**src/hw/rtl/xtms_pkg.sv**
```systemverilog
// Shared types and constants for the xoroshiro threshold mismatch scorer.
package xtms_pkg;

  // Longest run the score is sized for, and the saturation cap of the score
  localparam int unsigned MAX_OBS    = 65536;
  localparam int unsigned SCORE_FULL = 63 * MAX_OBS;
  localparam int unsigned SCORE_W    = 22;
  localparam logic [SCORE_W-1:0] SCORE_CAP =
    (SCORE_FULL < 32'h003F_FFFF) ? SCORE_W'(SCORE_FULL) : {SCORE_W{1'b1}};

  // Field widths
  localparam int unsigned KEY_W    = 64;
  localparam int unsigned THR_W    = 25;
  localparam int unsigned STEP_W   = 2;
  localparam int unsigned WEIGHT_W = 6;
  localparam int unsigned INDEX_W  = 8;

  // Queue between classifier and accumulator
  localparam int unsigned Q_DEPTH  = 4;
  localparam int unsigned Q_PTR_W  = $clog2(Q_DEPTH);
  localparam int unsigned Q_CNT_W  = $clog2(Q_DEPTH + 1);

  // Configuration register indexes
  localparam logic [INDEX_W-1:0] REG_CAND_LOW    = 8'd0;
  localparam logic [INDEX_W-1:0] REG_CAND_HIGH   = 8'd1;
  localparam logic [INDEX_W-1:0] REG_STEP_COUNT  = 8'd2;
  localparam logic [INDEX_W-1:0] REG_RARE_WEIGHT = 8'd3;

  // Configuration as seen by the classifier
  typedef struct packed {
    logic [KEY_W-1:0]    cand_low;
    logic [KEY_W-1:0]    cand_high;
    logic [STEP_W-1:0]   step_count;
    logic [WEIGHT_W-1:0] rare_weight;
  } xtms_cfg_t;

  // One classified word: score increment and end-of-run mark
  typedef struct packed {
    logic [WEIGHT_W-1:0] add;
    logic                last;
  } xtms_item_t;

  // Occupancy of the classifier stages
  typedef struct packed {
    logic stage_a;
    logic stage_b;
  } xtms_busy_t;

endpackage

```
**src/hw/rtl/xtms_front.sv**
```systemverilog
// Classifier: state steps, ++ output, threshold compare and mismatch weight.
module xtms_front (
  input  logic                        clk,
  input  logic                        rst,
  input  logic                        in_valid,
  input  logic [xtms_pkg::KEY_W-1:0]  in_key,
  input  logic [xtms_pkg::THR_W-1:0]  in_thr,
  input  logic                        in_expected,
  input  logic                        in_last,
  input  xtms_pkg::xtms_cfg_t         cfg,
  output logic                        push,
  output xtms_pkg::xtms_item_t        push_item,
  output xtms_pkg::xtms_busy_t        busy
);
  import xtms_pkg::*;

  // One xoroshiro128 state step, returns {a, b}
  function automatic logic [2*KEY_W-1:0] state_step(logic [KEY_W-1:0] a,
                                                    logic [KEY_W-1:0] b);
    logic [KEY_W-1:0] mix;
    logic [KEY_W-1:0] na;
    logic [KEY_W-1:0] nb;
    mix = a ^ b;
    na  = {a[14:0], a[63:15]} ^ mix ^ (mix << 21);
    nb  = {mix[35:0], mix[63:36]};
    return {na, nb};
  endfunction

  logic [2*KEY_W-1:0] step1;
  logic [2*KEY_W-1:0] step2;
  logic [KEY_W-1:0]   st_a;
  logic [KEY_W-1:0]   st_b;
  logic [KEY_W-1:0]   lo_c;
  logic [KEY_W-1:0]   hi_c;

  // Stage A registers
  logic               a_valid;
  logic [KEY_W-1:0]   a_lo;
  logic [KEY_W-1:0]   a_sum;
  logic [THR_W-1:0]   a_thr;
  logic               a_expected;
  logic               a_last;

  // Stage B logic and registers
  logic [KEY_W-1:0]    mixed;
  logic                predicted;
  logic [WEIGHT_W-1:0] add_c;
  logic                b_valid;
  xtms_item_t          b_item;

  // Unrolled state steps from (key, 0), selected by step count
  always_comb begin
    step1 = state_step(in_key, '0);
    step2 = state_step(step1[2*KEY_W-1:KEY_W], step1[KEY_W-1:0]);
    case (cfg.step_count)
      2'd0: begin
        st_a = in_key;
        st_b = '0;
      end
      2'd1: begin
        st_a = step1[2*KEY_W-1:KEY_W];
        st_b = step1[KEY_W-1:0];
      end
      default: begin
        st_a = step2[2*KEY_W-1:KEY_W];
        st_b = step2[KEY_W-1:0];
      end
    endcase
    lo_c = cfg.cand_low ^ st_a;
    hi_c = cfg.cand_high ^ st_b;
  end

  // Stage A: hold low half and the first sum
  always_ff @(posedge clk) begin
    if (rst) begin
      a_valid <= 1'b0;
    end else begin
      a_valid <= in_valid;
    end
    a_lo       <= lo_c;
    a_sum      <= lo_c + hi_c;
    a_thr      <= in_thr;
    a_expected <= in_expected;
    a_last     <= in_last;
  end

  // Rotate, second add, compare top 24 bits below the threshold
  always_comb begin
    mixed     = {a_sum[46:0], a_sum[63:47]} + a_lo;
    predicted = {1'b0, mixed[63:40]} < a_thr;
    if (predicted == a_expected) begin
      add_c = '0;
    end else if (a_expected) begin
      add_c = cfg.rare_weight;
    end else begin
      add_c = WEIGHT_W'(1);
    end
  end

  // Stage B: hold the classified word for the queue
  always_ff @(posedge clk) begin
    if (rst) begin
      b_valid <= 1'b0;
    end else begin
      b_valid <= a_valid;
    end
    b_item.add  <= add_c;
    b_item.last <= a_last;
  end

  assign push         = b_valid;
  assign push_item    = b_item;
  assign busy.stage_a = a_valid;
  assign busy.stage_b = b_valid;

endmodule

```
**src/hw/rtl/xtms_queue.sv**
```systemverilog
// Short queue that decouples the classifier from the accumulator.
module xtms_queue (
  input  logic                          clk,
  input  logic                          rst,
  input  logic                          push,
  input  xtms_pkg::xtms_item_t          push_item,
  input  logic                          pop,
  output logic                          q_valid,
  output xtms_pkg::xtms_item_t          q_item,
  output logic [xtms_pkg::Q_CNT_W-1:0]  count
);
  import xtms_pkg::*;

  xtms_item_t         mem [Q_DEPTH];
  logic [Q_PTR_W-1:0] wr_ptr;
  logic [Q_PTR_W-1:0] rd_ptr;

  // Write the incoming word
  always_ff @(posedge clk) begin
    if (push) begin
      mem[wr_ptr] <= push_item;
    end
  end

  // Advance pointers and occupancy
  always_ff @(posedge clk) begin
    if (rst) begin
      wr_ptr <= '0;
      rd_ptr <= '0;
      count  <= '0;
    end else begin
      if (push) begin
        wr_ptr <= wr_ptr + Q_PTR_W'(1);
      end
      if (pop) begin
        rd_ptr <= rd_ptr + Q_PTR_W'(1);
      end
      if (push && !pop) begin
        count <= count + Q_CNT_W'(1);
      end else if (pop && !push) begin
        count <= count - Q_CNT_W'(1);
      end
    end
  end

  assign q_valid = (count != '0);
  assign q_item  = mem[rd_ptr];

`ifndef ASSERT_OFF
  a_count_bound: assert property (@(posedge clk) disable iff (rst)
    count <= Q_CNT_W'(Q_DEPTH))
    else $error("queue count above depth");
  a_no_overflow: assert property (@(posedge clk) disable iff (rst)
    (push && !pop) |-> (count < Q_CNT_W'(Q_DEPTH)))
    else $error("push into full queue");
  a_no_underflow: assert property (@(posedge clk) disable iff (rst)
    pop |-> (count != '0))
    else $error("pop from empty queue");
`endif

endmodule

```
**src/hw/rtl/xtms_back.sv**
```systemverilog
// Accumulator: saturating weighted score and registered result word.
module xtms_back (
  input  logic                          clk,
  input  logic                          rst,
  input  logic                          q_valid,
  input  xtms_pkg::xtms_item_t          q_item,
  output logic                          pop,
  output logic                          m_tvalid,
  input  logic                          m_tready,
  output logic [xtms_pkg::SCORE_W-1:0]  score
);
  import xtms_pkg::*;

  logic [SCORE_W-1:0] acc;
  logic [SCORE_W:0]   acc_sum;
  logic [SCORE_W-1:0] acc_sat;

  // Take a word only when the result register is free or draining
  assign pop = q_valid && (!m_tvalid || m_tready);

  // Add and clamp at the cap
  always_comb begin
    acc_sum = {1'b0, acc} + (SCORE_W + 1)'(q_item.add);
    if (acc_sum > {1'b0, SCORE_CAP}) begin
      acc_sat = SCORE_CAP;
    end else begin
      acc_sat = acc_sum[SCORE_W-1:0];
    end
  end

  // Hold the running score, emit and clear it on the last word
  always_ff @(posedge clk) begin
    if (rst) begin
      acc      <= '0;
      m_tvalid <= 1'b0;
    end else begin
      if (pop && q_item.last) begin
        m_tvalid <= 1'b1;
      end else if (m_tready) begin
        m_tvalid <= 1'b0;
      end
      if (pop) begin
        if (q_item.last) begin
          acc <= '0;
        end else begin
          acc <= acc_sat;
        end
      end
    end
    if (pop && q_item.last) begin
      score <= acc_sat;
    end
  end

`ifndef ASSERT_OFF
  a_acc_capped: assert property (@(posedge clk) disable iff (rst)
    acc <= SCORE_CAP)
    else $error("score above cap");
  a_result_capped: assert property (@(posedge clk) disable iff (rst)
    m_tvalid |-> (score <= SCORE_CAP))
    else $error("result above cap");
`endif

endmodule

```
**src/hw/rtl/xoroshiro_threshold_mismatch_scorer.sv**
```systemverilog
// Top level of the xoroshiro threshold mismatch scorer.
// Scores one 128-bit candidate seed against a stream of observation words.
// Each word's key goes through 0, 1 or 2 xoroshiro128 state steps from
// (key, 0), is XORed into the candidate, and the top 24 bits of the ++ output
// are compared below the Q1.24 threshold; a mismatch against the expected bit
// adds 1, or the rare weight when the expected bit is 1. The saturating score
// comes out as one word after the word marked tlast, then clears. Sustained
// rate is one input word per clock: two classifier stages feed a four-entry
// queue that the accumulator drains one word per cycle, and s_tready drops
// only once four words are held between those stages and the queue (output
// back-pressure). A last word's score passes through stage A, stage B and the
// queue before it is registered onto m_tvalid. Configuration writes must only
// be made while no run is in flight.
module xoroshiro_threshold_mismatch_scorer (
  input  logic                          clk,
  input  logic                          rst,
  // s_tdata: obs_key[63:0], threshold_q24[88:64], expected_bit[89], zero pad
  input  logic                          s_tvalid,
  output logic                          s_tready,
  input  logic [95:0]                   s_tdata,
  input  logic                          s_tlast,
  // m_tdata: total_score[21:0], zero pad
  output logic                          m_tvalid,
  input  logic                          m_tready,
  output logic [23:0]                   m_tdata,
  input  logic                          cfg_valid,
  output logic                          cfg_ready,
  input  logic [xtms_pkg::INDEX_W-1:0]  cfg_index,
  input  logic [63:0]                   cfg_data
);
  import xtms_pkg::*;

  xtms_cfg_t          cfg;
  logic               in_accept;
  logic               push;
  xtms_item_t         push_item;
  xtms_busy_t         busy;
  logic               pop;
  logic               q_valid;
  xtms_item_t         q_item;
  logic [Q_CNT_W-1:0] q_count;
  logic [Q_CNT_W-1:0] held;
  logic [SCORE_W-1:0] score;

  // Reserve queue room for every word in the classifier
  assign held      = q_count + Q_CNT_W'(busy.stage_a) + Q_CNT_W'(busy.stage_b);
  assign s_tready  = (held < Q_CNT_W'(Q_DEPTH));
  assign in_accept = s_tvalid && s_tready;
  assign cfg_ready = 1'b1;

  // Configuration registers
  always_ff @(posedge clk) begin
    if (rst) begin
      cfg.cand_low    <= '0;
      cfg.cand_high   <= '0;
      cfg.step_count  <= '0;
      cfg.rare_weight <= WEIGHT_W'(1);
    end else if (cfg_valid && cfg_ready) begin
      case (cfg_index)
        REG_CAND_LOW:    cfg.cand_low    <= cfg_data;
        REG_CAND_HIGH:   cfg.cand_high   <= cfg_data;
        REG_STEP_COUNT:  cfg.step_count  <= cfg_data[STEP_W-1:0];
        REG_RARE_WEIGHT: cfg.rare_weight <= cfg_data[WEIGHT_W-1:0];
        default: ;
      endcase
    end
  end

  xtms_front u_front (
    .clk         (clk),
    .rst         (rst),
    .in_valid    (in_accept),
    .in_key      (s_tdata[63:0]),
    .in_thr      (s_tdata[88:64]),
    .in_expected (s_tdata[89]),
    .in_last     (s_tlast),
    .cfg         (cfg),
    .push        (push),
    .push_item   (push_item),
    .busy        (busy)
  );

  xtms_queue u_queue (
    .clk       (clk),
    .rst       (rst),
    .push      (push),
    .push_item (push_item),
    .pop       (pop),
    .q_valid   (q_valid),
    .q_item    (q_item),
    .count     (q_count)
  );

  xtms_back u_back (
    .clk      (clk),
    .rst      (rst),
    .q_valid  (q_valid),
    .q_item   (q_item),
    .pop      (pop),
    .m_tvalid (m_tvalid),
    .m_tready (m_tready),
    .score    (score)
  );

  assign m_tdata = {2'b00, score};

`ifndef ASSERT_OFF
  a_credit_bound: assert property (@(posedge clk) disable iff (rst)
    held <= Q_CNT_W'(Q_DEPTH))
    else $error("words in flight exceed queue room");
`endif

endmodule

```
**config.mk**
```make
export PLATFORM = sky130hd
export DESIGN_NAME = xoroshiro_threshold_mismatch_scorer
export DESIGN_NICKNAME = d
export VERILOG_FILES = /design/src/hw/rtl/xtms_pkg.sv /design/src/hw/rtl/xtms_front.sv /design/src/hw/rtl/xtms_queue.sv /design/src/hw/rtl/xtms_back.sv /design/src/hw/rtl/xoroshiro_threshold_mismatch_scorer.sv
export SDC_FILE = /design/constraint.sdc
export NUM_CORES = 1
export LEC_CHECK = 0
export BUFFER_PORTS_ARGS = -buffer_cell sky130_fd_sc_hd__buf_2
export CORE_MARGIN = 3
export CORE_UTILIZATION = 50
export DETAILED_ROUTE_END_ITERATION = 7
export PLACE_DENSITY = 0.76
export SLEW_MARGIN = 30
export SYNTH_ARGS = -nofsm -noshare
export SYNTH_HDL_FRONTEND = slang
export SYNTH_SLANG_ARGS = --single-unit
export TNS_END_PERCENT = 10
```
**constraint.sdc**
```tcl
create_clock -name clk -period 5.79 [get_ports clk]
set_input_delay 0.2895 -clock clk [delete_from_list [all_inputs] [get_ports clk]]
set_output_delay 0.2895 -clock clk [all_outputs]
set_load 0.1 [all_outputs]
```
# Word-level counts from Yosys, hierarchy flattened

Memories as Yosys holds them, arrays and structs flattened. A register that Yosys moved wholly into a read port is not among the register bits.
Index checks and enable logic that the tools add are counted.
W data, S select, Z words.

Register bits: 352
Latch bits: 0
Bits in writable memories: 28
Memory bits (read-only): 0
Input port bits: 174
Output and inout bits: 27
Logic and storage cells: 78
Memories: 1

$add $sub $neg: 9
Multiply operators: 0
Divide/modulo/power cells: 0
Magnitude comparators: 3
Equal/unequal tests: 5
Shift-type cells: 0
Mux-type cells: 13
Bitwise gates (word level): 8
Reduce and logical (&&, ||, !) cells: 19

Memories:

| memory      | depth | bits a word | rd ports | clocked after memory_dff | write ports | RTL line         | text |
|---|---|---|---|---|---|---|---|
| u_queue.mem | 4     | 7           | 1        | 1                        | 1           | xtms_queue.sv:14 | `xtms_item_t mem [Q_DEPTH];` |

Operator list:

| kind                   | count |
|---|---|
| $xor A64 B64 Y64       | 7 |
| $pmux W64 S2           | 2 |
| $add A64 B64 Y64       | 2 |
| $mux W22               | 2 |
| $lt A24 B25 Y1         | 1 |
| $add A22 B6 Y23        | 1 |
| $gt A23 B22 Y1 const B | 1 |
| $eq A8 B2 Y1 const B   | 2 |
| $eq A8 B1 Y1 const B   | 1 |
| $logic_not A8 Y1       | 1 |
| $reduce_and A2 Y1      | 4 |
| $add A3 B1 Y3          | 2 |
| $mux W3                | 2 |
| $logic_and A1 B1 Y1    | 5 |
| $mux W1                | 5 |
| $add A2 B1 Y2 const B  | 2 |
| $mux W2                | 2 |
| $reduce_bool A2 Y1     | 2 |
| $add A3 B1 Y3 const B  | 1 |
| $logic_not A1 Y1       | 3 |
| $lt A3 B3 Y1 const B   | 1 |
| $reduce_bool A3 Y1     | 1 |
| $sub A3 B1 Y3 const B  | 1 |
| $eq A2 B1 Y1 const B   | 1 |
| 5 further kinds        | 5 |

# Longest topological paths before layout

Word-level depth: 8
Mapped depth: 24
Mapped depth without buffers: 24

# Hierarchy

From an unflattened synthesis, not the netlist that was laid out.

Cell total of the unflattened synthesis: 2759
Area, all modules: 25333.0 um^2

Modules (own cells, without submodules):

| module                              | times used | cells an instance | area an instance (um^2) | sequential area each (um^2) |
|---|---|---|---|---|
| xtms_front                          | 1          | 1899              | 15655.0                 | 3283.1 |
| xoroshiro_threshold_mismatch_scorer | 1          | 526               | 5769.3                  | 2722.6 |
| xtms_back                           | 1          | 254               | 2472.4                  | 1121.1 |
| xtms_queue                          | 1          | 80                | 1436.4                  | 1021.0 |

# Least setup slack after synthesis

OpenSTA, ideal clock, no wires.

Kind: register to register
From: reg u_front.a_sum[50]
To: reg u_front.b_item (netlist bit u_front.push_item[2])
Setup time: 0.115 ns
Arrival time: 4.344 ns
Data required time: 5.675 ns
Slack: 1.331 ns
Cell stages (with the launch flop): 24
Path buffers: 0
Period minus slack after synthesis: 4.459 ns
Cell sequence: dfxtp_1 > ha_1 > o211ai_1 > nor3_1 > a2111o_1 > a21o_1 > a2111oi_0 > o311ai_0 > a41oi_1 > o21ai_0 > a221oi_1 > xnor2_1 > ha_1 > a21o_1 > a21oi_1 > nor2b_1 > o21ai_0 > nand2b_1 > a21oi_1 > nor2b_1 > a211oi_1 > o32ai_1 > ha_1 > and2_1

Word-level cells in the longest chain between the ends: 4

Ends and longest elaborated chain:

| what                       | RTL line         | text |
|---|---|---|
| start, declared            | xtms_front.sv:39 | `logic [KEY_W-1:0] a_sum;` |
| start signal, assigned     | xtms_front.sv:81 | `a_sum <= lo_c + hi_c;` |
| $add A64 B64 Y64           | xtms_front.sv:89 | `mixed = {a_sum[46:0], a_sum[63:47]} + a_lo;` |
| $lt A24 B25 Y1             | xtms_front.sv:90 | `predicted = {1'b0, mixed[63:40]} < a_thr;` |
| $eq A1 B1 Y1               | xtms_front.sv:91 | `if (predicted == a_expected) begin` |
| $reduce_or A2 Y1 (no line) | -                |  |
| end, declared              | xtms_front.sv:49 | `xtms_item_t b_item;` |

No other way between the ends.
A chain may end at the register's enable or synchronous reset.

# Worst setup path after layout

From: reg u_front.a_sum[49]
To: reg u_front.b_item (netlist bit u_front.push_item[2])

The elaborated chain is that of the path after synthesis.

==> summary.md <==
| Metric | Value |
|---|---|
| Status | complete, no violations |
| Final layout net count | 3,287 |
| CTS max path bufs | 3 |
| Synth cell types | 82 |
| I/O pin cnt | 201 |
| Worst setup EP type | flip-flop |
| Yosys warns | 0 |
| Buffers plus inverters on the worst setup path | 1 |
| Async set-reset flop share out of synthesis | 0% |
| CTS buffer count | 43 |
| Cell Chain, Critical Path | ha_1 -> nor3_1 -> nor3_1 -> a211o_1 -> a311o_1 -> o31ai_1 -> a21oi_1 -> a211o_1 -> a41oi_1 -> o21bai_1 -> xor2_1 -> ha_1 -> a21o_1 -> a21o_1 -> a21oi_1 -> nor2b_1 -> o21ai_0 -> nand2b_1 -> a21oi_1 -> o32ai_1 -> buf_4 -> ha_1 -> and2_1 |
| Post-DP HPWL | 61,000 µm |
| Sequential-to-total area share from yosys stat | 34.1% |
| Die Ht | 225 µm |
| DRC viols | 0 |
| Leading cell types in the layout, fill and taps excluded | nand2_1 (377), xnor2_1 (356), dfxtp_1 (331) |
| Initial core utilization | 51.0% |
| CTS H-tree depth | 2 |
| Routed wire per std cell | 22.4 µm |
| Critical path's top delay family | compound AO/OA/AOI/OAI gates |
| I/O Buffers | 191 |
| Fmax | 182 MHz |
| Antenna viol nets, final | 0 |
| Commonest non-fill, non-tap cell in the layout | nand2_1 |
| Num rows | 79 |
| Critical-path maximum fanout | 7 |
| Final-report setup violation count | 0 |
| CP max stage delay | 0.53 ns |
| PwrDens | 292 mW/mm² |
| Post-CTS Setup Bufs | 0 |
| Area grow syn2layout | 15.7% |
| Critical-path cell with the highest stage delay | o31ai_1 |
| Post-synth EDFFs | 50 |
| Worst-skew pair later-pin latency | 0.59 ns |
| Pleak | 0.0113 µW |
| Cell Area, Synth | 0.0239 mm² |
| Via count | 21,200 |
| Min-delay worst type | input port to flip-flop |
| Critical path required time | 6.25 ns |
| CTS sink cnt | 382 |
| Pins over their slew limit | 0 |
| Post-synthesis register bit count | 382 |
| Max-Cap Viols | 0 |
| Fin worst setup slack | 0.293 ns |
| Global-route total usage across every layer | 31.0% |
| Antenna violations before repair | 8 |
| Filler instances | 4,019 |
| Post-synth top flop | dfxtp_1 |
| Finished Layout Cells | 3,595 |
| Reg-to-reg slack, setup | 0.29 ns |
| Maximum VDD drop | 0.330 mV |
| First-pass iteration count of the detailed router | 8 |
| Worst rel slew slack | 39.3% |
| Worst EP arrival | 5.96 ns |
| Routed wire length | 80,400 µm |
| Setup TNS | 0 ns |
| Clock slew at reported path FFs | 0.06 ns |
| Number of global-route vias before repair | 20,400 |
| Pre-CTS setup slack | 0.375 ns |
| Cell count after placement | 3,419 |
| Vias per cell | 5.90 |
| First-pass GRT wire length | 120,000 µm |
| Layout cells sized above 1 | 11.4% |
| Worst-margin pin slew | 0.910 ns |
| Crit start category | flip-flop |
| Pin count of the biggest net entering global routing | 94 |
| CTS root buf | clkbuf_16 |
| Hold Fails Final Rpt | 0 |
| CTS tree | yes |
| Total grt overflow | 0 |
| Mapped Cells | 2,768 |
| Minimum clock period | 5.50 ns |
| Die ar. | 0.0505 mm² |
| RSZ-0062 raised after global routing | no |
| WHS | 0.0527 ns |
| 1st-iter DRT viols | 2,160 |
| Clock skew | 0.0262 ns |
| Die width | 225 µm |
| Fin crit share | 94.9% |
| Synthesized area per cell | 8.63 µm² |
| Routability cong. | 1.04 |
| WS Path Type | flip-flop to flip-flop |
| Area of the core | 0.0469 mm² |
-- kinds of logic (layout without fill, tap and decap cells) --
family                     count (synthesis)  in the layout  share of synthesized area [%]
DFF                                      382            382                           34.1
other                                      2              8                         0.0314
xor gates and xnor gates                 549            549                           20.1
AOI/OAI and AO/OA                        679            679                           18.1
adders and majority gates                164            164                           8.68
and+or+nand+nor                          728            728                           13.8
muxes                                     18             18                           1.13
buffers and inverters                    246            460                           4.06
-- layout make-up --
| type | count | area, µm² | share of cell area (%) |
|---|---|---|---|
| diodes | 5 | 12.5 | 0.0453 |
| clock buffers | 51 | 1150 | 4.15 |
| clock inverters | 28 | 287 | 1.04 |
| inverters | 62 | 233 | 0.842 |
| multi-input cells | 2141 | 14800 | 53.6 |
| flip-flops and latches | 382 | 8150 | 29.5 |
| well taps | 607 | 759 | 2.75 |
| repair buffers | 319 | 2230 | 8.07 |
-- path summary, 6_finish.rpt --
| check | endpoint | depth (start not counted) | startpoint |
|---|---|---|---|
| max | u_front.push_item[2] | 23 | u_front.a_sum[49] |
| max reg2reg | u_front.push_item[2] | 23 | u_front.a_sum[49] |
| min | u_back.m_tvalid | 3 | m_tready |
| min reg2reg | u_front.push_item[0] | 0 | u_front.a_last |
-- repair_timing --
action,CTS,global route
resized for setup,0,4
endpoints found under the setup margin,0,6
hold buffers,92,0
hold endpoints to repair,156,0
-- through the flow --
stage | total power, µW | util [%] | cell area [µm²]
3_3_place_gp | 5170 | 53.8 | 25200
4_1_cts | 8060 | 58.9 | 27600
2_1_floorplan | 4730 | - | 23900
6_report | 8070 | 59.0 | 27700
3_5_place_dp | 5230 | 53.9 | 25300
5_1_grt | 8390 | 59.0 | 27600
-- synthesized netlist by cell type (21+ instances only) --
cell type	count	area, µm²
a21o_1	75	563
a21oi_1	298	1490
a22oi_1	77	578
and2_1	27	169
clkbuf_1	151	567
dfxtp_1	332	6650
edfxtp_1	50	1500
ha_1	161	2010
inv_1	62	233
nand2_1	378	1420
nand2b_1	21	131
nand3_1	43	215
nand4_1	31	194
nor2_1	115	432
nor2b_1	28	175
nor3_1	26	130
o21ai_0	81	405
xnor2_1	356	3120
xor2_1	193	1690
-- power breakdown --
part,leakage [µW],internal (µW),switching [µW]
Clock,0.000694,1610,1190
Combinational,0.00745,755,1530
Sequential,0.00320,2890,93.7
Total,0.0113,5260,2820
-- tightest hold or removal path, stage by stage --
cell      delay, ns
buf_2          0.07
nand2b_1       0.13
a21oi_1        0.07
-- layer usage --
layer	GRT usage, %	wire length (µm)	up-vias	part of all wire [%]
met1	40.5	32500	10000	40
li1	-	-	9908	-
met5	0	47	-	0.058
met4	15.6	4590	6	5.7
met2	49.1	35900	1004	45
met3	6.26	7370	249	9.2
-- registers in the layout, summed over array words and instances, names as in the netlist, named ones only --
signal / cells
cfg: 136
u_back.acc: 22
u_back.m_tvalid: 1
u_back.score: 22
u_front.a_expected: 1
u_front.a_last: 1
u_front.a_lo: 64
u_front.a_sum: 64
u_front.a_thr: 25
u_front.a_valid: 1
u_front.push: 1
u_front.push_item: 7
u_queue.count: 3
u_queue.mem: 28
u_queue.rd_ptr: 2
u_queue.wr_ptr: 2
Power figures use the tool's default switching activity.
